**src/tccw_pkg.sv**
```systemverilog
`timescale 1ns / 1ps

package tccw_pkg;

   // screen geometry
   localparam int ROWS      = 25;
   localparam int COLS      = 80;
   localparam int TAB_WIDTH = 8;
   localparam int CELLS     = ROWS * COLS;

   // field widths
   localparam int OP_W   = 2;
   localparam int CHAR_W = 8;
   localparam int ROW_W  = 5;
   localparam int COL_W  = 7;

   localparam int ADDR_W  = $clog2(CELLS);
   localparam int PHASE_W = $clog2(TAB_WIDTH);

   // operation codes
   localparam logic [OP_W-1:0] OP_PRINT = 2'd0;
   localparam logic [OP_W-1:0] OP_READ  = 2'd1;
   localparam logic [OP_W-1:0] OP_CLEAR = 2'd2;

   // character codes
   localparam logic [CHAR_W-1:0] CH_TAB   = 8'h09;
   localparam logic [CHAR_W-1:0] CH_NL    = 8'h0A;
   localparam logic [CHAR_W-1:0] CH_SPACE = 8'h20;
   localparam logic [CHAR_W-1:0] CH_NULL  = 8'h00;

   // controller -> datapath
   typedef struct packed {
      logic accept;       // capture request payload
      logic sweep_clear;  // write space at linear sweep address, step sweep
      logic scroll_fill;  // write zero into top physical row, step sweep
      logic scroll_end;   // rotate top row pointer, cursor row up one
      logic pad;          // write space at cursor, advance cursor
      logic put;          // write character at cursor, advance cursor
      logic read;         // read addressed cell
      logic home;         // cursor and top pointer to zero
      logic finish;       // load response register
   } cmd_type;

   // datapath -> controller
   typedef struct packed {
      logic [OP_W-1:0] op;
      logic            is_tab;
      logic            is_nl;
      logic            row_at_end;   // cursor row equals ROWS
      logic            row_last;     // cursor row equals ROWS-1
      logic            col_last;     // cursor column equals COLS-1
      logic            col_ge_tab;   // column at or beyond last tab stop
      logic            phase_last;   // next column is a tab stop
      logic            sweep_last_cell;
      logic            sweep_last_col;
      logic            rsp_free;
   } status_type;

endpackage

```
**src/tccw_ctrl.sv**
```systemverilog
`timescale 1ns / 1ps

module tccw_ctrl (
   input  logic                 clock,
   input  logic                 reset,
   input  logic                 req_valid,
   output logic                 req_stall,
   input  tccw_pkg::status_type status,
   output tccw_pkg::cmd_type    cmd
);
   import tccw_pkg::*;

   localparam logic [3:0] ST_INIT        = 4'd0;
   localparam logic [3:0] ST_IDLE        = 4'd1;
   localparam logic [3:0] ST_EXEC        = 4'd2;
   localparam logic [3:0] ST_PAD_TAB     = 4'd3;
   localparam logic [3:0] ST_PAD_NL      = 4'd4;
   localparam logic [3:0] ST_SCROLL_PRE  = 4'd5;
   localparam logic [3:0] ST_SCROLL_POST = 4'd6;
   localparam logic [3:0] ST_READ        = 4'd7;
   localparam logic [3:0] ST_CLEAR       = 4'd8;
   localparam logic [3:0] ST_OUT         = 4'd9;

   logic [3:0] state_ff, state_in;

   always_comb begin
      logic done;
      done      = 1'b0;
      state_in  = state_ff;
      cmd       = '0;
      req_stall = (state_ff != ST_IDLE);

      case (state_ff)
         ST_INIT: begin
            cmd.sweep_clear = 1'b1;
            if (status.sweep_last_cell) begin
               state_in = ST_IDLE;
            end
         end
         ST_IDLE: begin
            if (req_valid) begin
               cmd.accept = 1'b1;
               state_in   = ST_EXEC;
            end
         end
         ST_EXEC: begin
            case (status.op)
               OP_PRINT: begin
                  if (status.row_at_end) begin
                     state_in = ST_SCROLL_PRE;
                  end else if (status.is_tab && !status.col_ge_tab) begin
                     state_in = ST_PAD_TAB;
                  end else if (status.is_tab || status.is_nl) begin
                     state_in = ST_PAD_NL;
                  end else begin
                     cmd.put = 1'b1;
                     if (status.col_last && status.row_last) begin
                        state_in = ST_SCROLL_POST;
                     end else begin
                        done = 1'b1;
                     end
                  end
               end
               OP_READ: begin
                  cmd.read = 1'b1;
                  state_in = ST_READ;
               end
               OP_CLEAR: begin
                  state_in = ST_CLEAR;
               end
               default: begin
                  done = 1'b1;
               end
            endcase
         end
         ST_PAD_TAB: begin
            cmd.pad = 1'b1;
            if (status.phase_last) begin
               done = 1'b1;
            end
         end
         ST_PAD_NL: begin
            cmd.pad = 1'b1;
            if (status.col_last) begin
               done = 1'b1;
            end
         end
         ST_SCROLL_PRE: begin
            cmd.scroll_fill = 1'b1;
            if (status.sweep_last_col) begin
               cmd.scroll_end = 1'b1;
               state_in       = ST_EXEC;
            end
         end
         ST_SCROLL_POST: begin
            cmd.scroll_fill = 1'b1;
            if (status.sweep_last_col) begin
               cmd.scroll_end = 1'b1;
               done           = 1'b1;
            end
         end
         ST_READ: begin
            done = 1'b1;
         end
         ST_CLEAR: begin
            cmd.sweep_clear = 1'b1;
            if (status.sweep_last_cell) begin
               cmd.home = 1'b1;
               done     = 1'b1;
            end
         end
         ST_OUT: begin
            done = 1'b1;
         end
         default: begin
            state_in = ST_IDLE;
         end
      endcase

      if (done) begin
         if (status.rsp_free) begin
            cmd.finish = 1'b1;
            state_in   = ST_IDLE;
         end else begin
            state_in = ST_OUT;
         end
      end
   end

   always_ff @(posedge clock) begin
      if (reset) begin
         state_ff <= ST_INIT;
      end else begin
         state_ff <= state_in;
      end
   end

endmodule

```
**config.mk**
```make
export PLATFORM = sky130hd
export DESIGN_NAME = tccw_ctrl
export DESIGN_NICKNAME = d
export VERILOG_FILES = /design/src/tccw_pkg.sv /design/src/tccw_ctrl.sv
export SDC_FILE = /design/constraint.sdc
export NUM_CORES = 1
export LEC_CHECK = 0
export ABC_AREA = 1
export BUFFER_PORTS_ARGS = -buffer_cell sky130_fd_sc_hd__buf_2
export CAP_MARGIN = 20
export CORE_UTILIZATION = 45
export CTS_BUF_LIST = sky130_fd_sc_hd__clkbuf_8 sky130_fd_sc_hd__clkbuf_16
export DETAILED_ROUTE_END_ITERATION = 10
export GPL_ROUTABILITY_DRIVEN = 0
export GPL_TIMING_DRIVEN = 0
export PLACE_DENSITY_LB_ADDON = 0.2
export REMOVE_ABC_BUFFERS = 1
export SETUP_SLACK_MARGIN = 0.15
export SLEW_MARGIN = 0
export SYNTH_ARGS = -nofsm -noshare
export SYNTH_HDL_FRONTEND = slang
export SYNTH_SLANG_ARGS = --single-unit
```
**constraint.sdc**
```tcl
create_clock -name clock -period 2.25 [get_ports clock]
set_clock_uncertainty 0.15 [all_clocks]
set_input_delay 0.225 -clock clock [delete_from_list [all_inputs] [get_ports clock]]
set_output_delay 0.225 -clock clock [all_outputs]
set_load 0.01 [all_outputs]
```
# [Word level (Yosys, flattened, before mapping)]
# Cells that the tools add are included.
[classes] mul=0 n_eq_ne=18 bitwise=0 add_sub_neg=0 n_shift=0 div_mod_pow=0 n_lt_le_gt_ge=0 n_mux=35 n_reduce_logical=13
[ops] cell="2-to-1 mux 4 bit" count=9
[ops] cell="2-to-1 mux 1 bit" count=20
[ops] cell="one-hot mux 4 bit (5 select lines)" count=1
[ops] cell="== test 4 x 3 -> 1 bit (second input constant)" count=4
[ops] cell="one-hot mux 4 bit (3 select lines)" count=1
[ops] cell="OR reduction 2 bit" count=5
[ops] cell="inequality test 3 bit (second input constant)" count=3
[ops] cell="== test 4 x 2 -> 1 bit (second input constant)" count=2
[ops] cell="== test 4 bit (second input constant)" count=2
[ops] cell="inequality test 7 bit (second input constant)" count=1
[ops] cell="one-hot mux 1 bit (6 select lines)" count=1
[ops] cell="AND reduction 6 bit" count=1
[ops] cell="OR reduction 6 bit" count=1
[ops] cell="inequality test 5 x 2 -> 1 bit (second input constant)" count=1
[ops] cell="== test 4 x 1 -> 1 bit (second input constant)" count=1
[ops] cell="logical NOT 4 bit" count=1
[ops] cell="2-to-1 mux 2 bit" count=2
[ops] cell="inequality test 4 x 1 -> 1 bit (second input constant)" count=1
[ops] cell="== test 2 x 1 -> 1 bit (second input constant)" count=1
[ops] cell="== test 2 bit (second input constant)" count=1
[ops] cell="logical AND 1 bit" count=2
[ops] cell="logical NOT 2 bit" count=1
[ops] cell="inequality test 2 x 1 -> 1 bit (second input constant)" count=1
[ops] cell="one-hot mux 1 bit (2 select lines)" count=1
[ops] cell="2 further kinds" count=2
[word_totals] mem_bits_rw=0 rom_bits=0 mem_count=0 reg_bits=4 input_bits=15 word_cells=67 latchBits=0

# [Logic depth before layout (Yosys ltp)]
[depth] ltp_word=9 ltp_mapped=13 ltp_nobuf=13

# [Worst setup path before layout]
# OpenSTA, ideal clock, no wires.
[synth_timing] path_type="input -> register" startpoint="input status[10] (netlist name)" endpoint="register state_ff[1]" setup_slack_ps=648 path_buffers=0 setup_time_ps=114 stages=13 arrival_time_ps=1338 cell_sequence="inv_1 ha_1 inv_1 nor2_1 nor2_2 nand2_2 nand2_2 nor2_4 nand2_4 nand2_4 nand2_1 nand2_1 nor2_2"
[synth_via] elab_chain_cells=6
[synth_rtl] item="start: declaration" line="tccw_ctrl.sv:8" text="input tccw_pkg::status_type status,"
[synth_rtl] item="== test 2 x 1 -> 1 bit or == test 2 bit (tied branches)" line="tccw_ctrl.sv:47" text="case (status.op)"
[synth_rtl] item="OR reduction 2 bit (no source line)"
[synth_rtl] item="one-hot mux 1 bit (2 select lines)" line="tccw_ctrl.sv:47"
[synth_rtl] item="one-hot mux 1 bit (6 select lines)" line="tccw_ctrl.sv:33" text="case (state_ff)"
[synth_rtl] item="inequality test 7 bit (no source line) (tied with other cells)"
[synth_rtl] item="AND reduction 6 bit (no source line)"
[synth_rtl] item="end signal: assignment" line="tccw_ctrl.sv:134" text="state_ff <= state_in;"
[synth_rtl] item="end: declaration" line="tccw_ctrl.sv:24" text="logic [3:0] state_ff, state_in;"
# Parallel ways exist; a longest one is shown, timed or not.
# A chain may end at the register's enable or synchronous reset.

==> results.yml <==
run_status:
  outcome: "finished, final reports clean"
floorplan:
  rows: 13
  core-area_um2: 1330
  die_w_um: 40.3
  ios: 25
  fp.dieH_um: 40.3
  initial_core_util: 0.495
  die_area_um2: 1630
clocking:
  h-tree-depth: 1
  hold_buffers: 0
  clockBufferDepth: 2
  cts.root.buffer_cell: "clkbuf_8"
  cts_tree: "done"
  cts.sinks: 4
  clock_latency_ps: 210
  cts_setup_buffers: 0
  ctsResizeCount: 0
  path_clk_slew_ps: 30
  numCtsBuffers: 3
grt:
  grt.total_usage: 0.208
  grt_pass1_wl_mm: 2.31
  antenna_found_initial: 0
  overflow: 0
  grt_max_degree: 7
  grt_pass1_vias: 610
setup_path:
  rrSetupSlack_ps: 580
  cp_cell_sequence: "buf_2, inv_1, ha_1, inv_1, nor2_1, nor2_2, nand2_2, nand2_2, nor2_4, nor2_1, buf_2"
  reg2regPathDepth: 13
  path_class: "in -> out"
  endpoint_kind: "primary output"
  critPathMaxStageDelay_ps: 330
  crit_arrival_ps: 1510
  reg2reg_from: "state_ff[1]"
  critPathSlowestCell: "ha_1"
  cp_max_fo: 4
  r2r-end: "state_ff[1]"
  crit_start: "status[10]"
  cp.required_ps: 1880
  startpoint_type: "input port"
min_path:
  holdPathStages: 4
  hp-class: "in -> reg"
  worstHoldEndpoint: "state_ff[0]"
  hp-start: "reset"
power:
  powerDensity_nw_per_um2: 1060
  leakagePower_nw: 0.509
  peakVddDrop_mv: 0.684
place:
  post_dp_cell_area_um2: 800
  dpl.cell_count: 160
  port_buffers: 24
  dp.final_hpwl_mm: 1.31
yosys:
  syn_avg_cell_area_um2: 5.46
  netlist.area_leader.share: 0.188
  synth_top_cell_by_area: "nand2_1"
  syn_area_um2: 661
  ys_seq_elements: 4
  yosysWarnings: 0
  synthTopCellsByArea: "nand2_1 19%, dfxtp_1 12%, nor2_1 9.7%"
  synth.distinct_cells: 19
  synthCells: 121
  synth_seq_area_share: 0.121
sta:
  setup_violations: 0
  fmax_mhz: 530
  maxSlewHeadroom: 0.833
  hold_violations: 0
  drv_slew: 0
  fin_crit_ps: 1890
  worst_slew_pin_slew_ps: 250
  finalCritPeriodShare: 0.838
  tns_ps: 0
  grt_setup_unrepaired: "no"
detailed_routing:
  drt_wl_total_mm: 1.55
  wl_per_cell_um: 9.53
  drt_first_pass_iters: 4
  drtIter0Drc: 29
  via_per_inst: 5.01
  drtAntennaViolNets: 0
  drcViolationCount: 0
  vias: 816
finish:
  drive_gt1_frac: 0.351
  largest_reg_flops: 4
  reg_top3: "state_ff: 4 flops"
  fin_cells: 163
  regMostFlops: "state_ff"
  diodes: 0
  fin_area_um2: 841
  area_delta_synth_final_pct: 27.3
  fin_nets: 168
job:
  drv_cap: 0
==> worst max-delay path, delay by kind of cell <==
kind,cells,cell delay [ps]
fa+ha+maj,1,330
buf+inv,4,370
simple gates,6,580
==> stage by stage <==
step / power [mW] / util / worst slack (ps) / hold WS (ps)
6_report: 0.894 / 0.630 / 365 / 135
5_1_grt: 0.992 / 0.630 / 236 / 162
4_1_cts: 0.899 / 0.630 / 367 / 128
3_5_place_dp: 0.744 / 0.599 / 366 / 352
3_3_place_gp: 0.734 / 0.599 / 455 / 352
2_1_floorplan: 0.608 / - / 648 / 254
==> routing by layer <==
layer | routed length [um] | vias to the layer above | global-route usage
met5 | 0 | - | 0
met4 | 0 | 0 | 0.0500
met3 | 103 | 0 | 0.0167
li1 | - | 430 | -
met2 | 721 | 33 | 0.371
met1 | 729 | 353 | 0.268
==> power breakdown <==
group / internal [mW] / switching, mW / total (mW)
sequential: 0.0979 / 0.0410 / 0.139
combinational: 0.223 / 0.384 / 0.607
clock: 0.114 / 0.0339 / 0.148
==> area by class of cell <==
type / instances / area [um2]
clock buffers: 3 / 41.3
fillers: 147 / 493
inverters: 21 / 78.8
multi-input cells: 96 / 502
flip-flops and latches: 4 / 80.1
well taps: 15 / 18.8
repair buffers: 24 / 120
==> worst max-delay path by stage <==
| stage | end | slack (ps) | cells past startpoint |
|---|---|---|---|
| floorplan | state_ff[1] | 650 | 13 |
| global placement | state_ff[1] | 460 | 14 |
| detailed placement | state_ff[1] | 370 | 14 |
| CTS | cmd[0] | 370 | 8 |
| global route | cmd[0] | 240 | 8 |
| finish | cmd[0] | 360 | 11 |
==> logic make-up after synthesis <==
kind of cell    count (synthesis)  synth area share
buf+inv                        21             0.119
fa+ha+maj                       3            0.0568
compound gates                  9            0.0777
flops                           4             0.121
simple gates                   84             0.625
==> synth_stat cells (all sizes together) <==
master	instances
a21oi	4
inv	21
o21ai	2
dfxtp	4
nor3	2
nand4	1
o21a	1
nand2	41
o211ai	1
nand3	13
o22ai	1
ha	3
nor2	27
==> cells in the final DEF (no fill, tap or decap), drive strengths merged <==
master	count
nand2	41
nor2	27
buf	24
inv	21
nand3	13
a21oi	4
dfxtp	4
ha	3
clkbuf	3
nor3	2
o21ai	2
o22ai	1
nand4	1
o21a	1
o211ai	1
No activity file was read; power rests on OpenSTA's default activity.
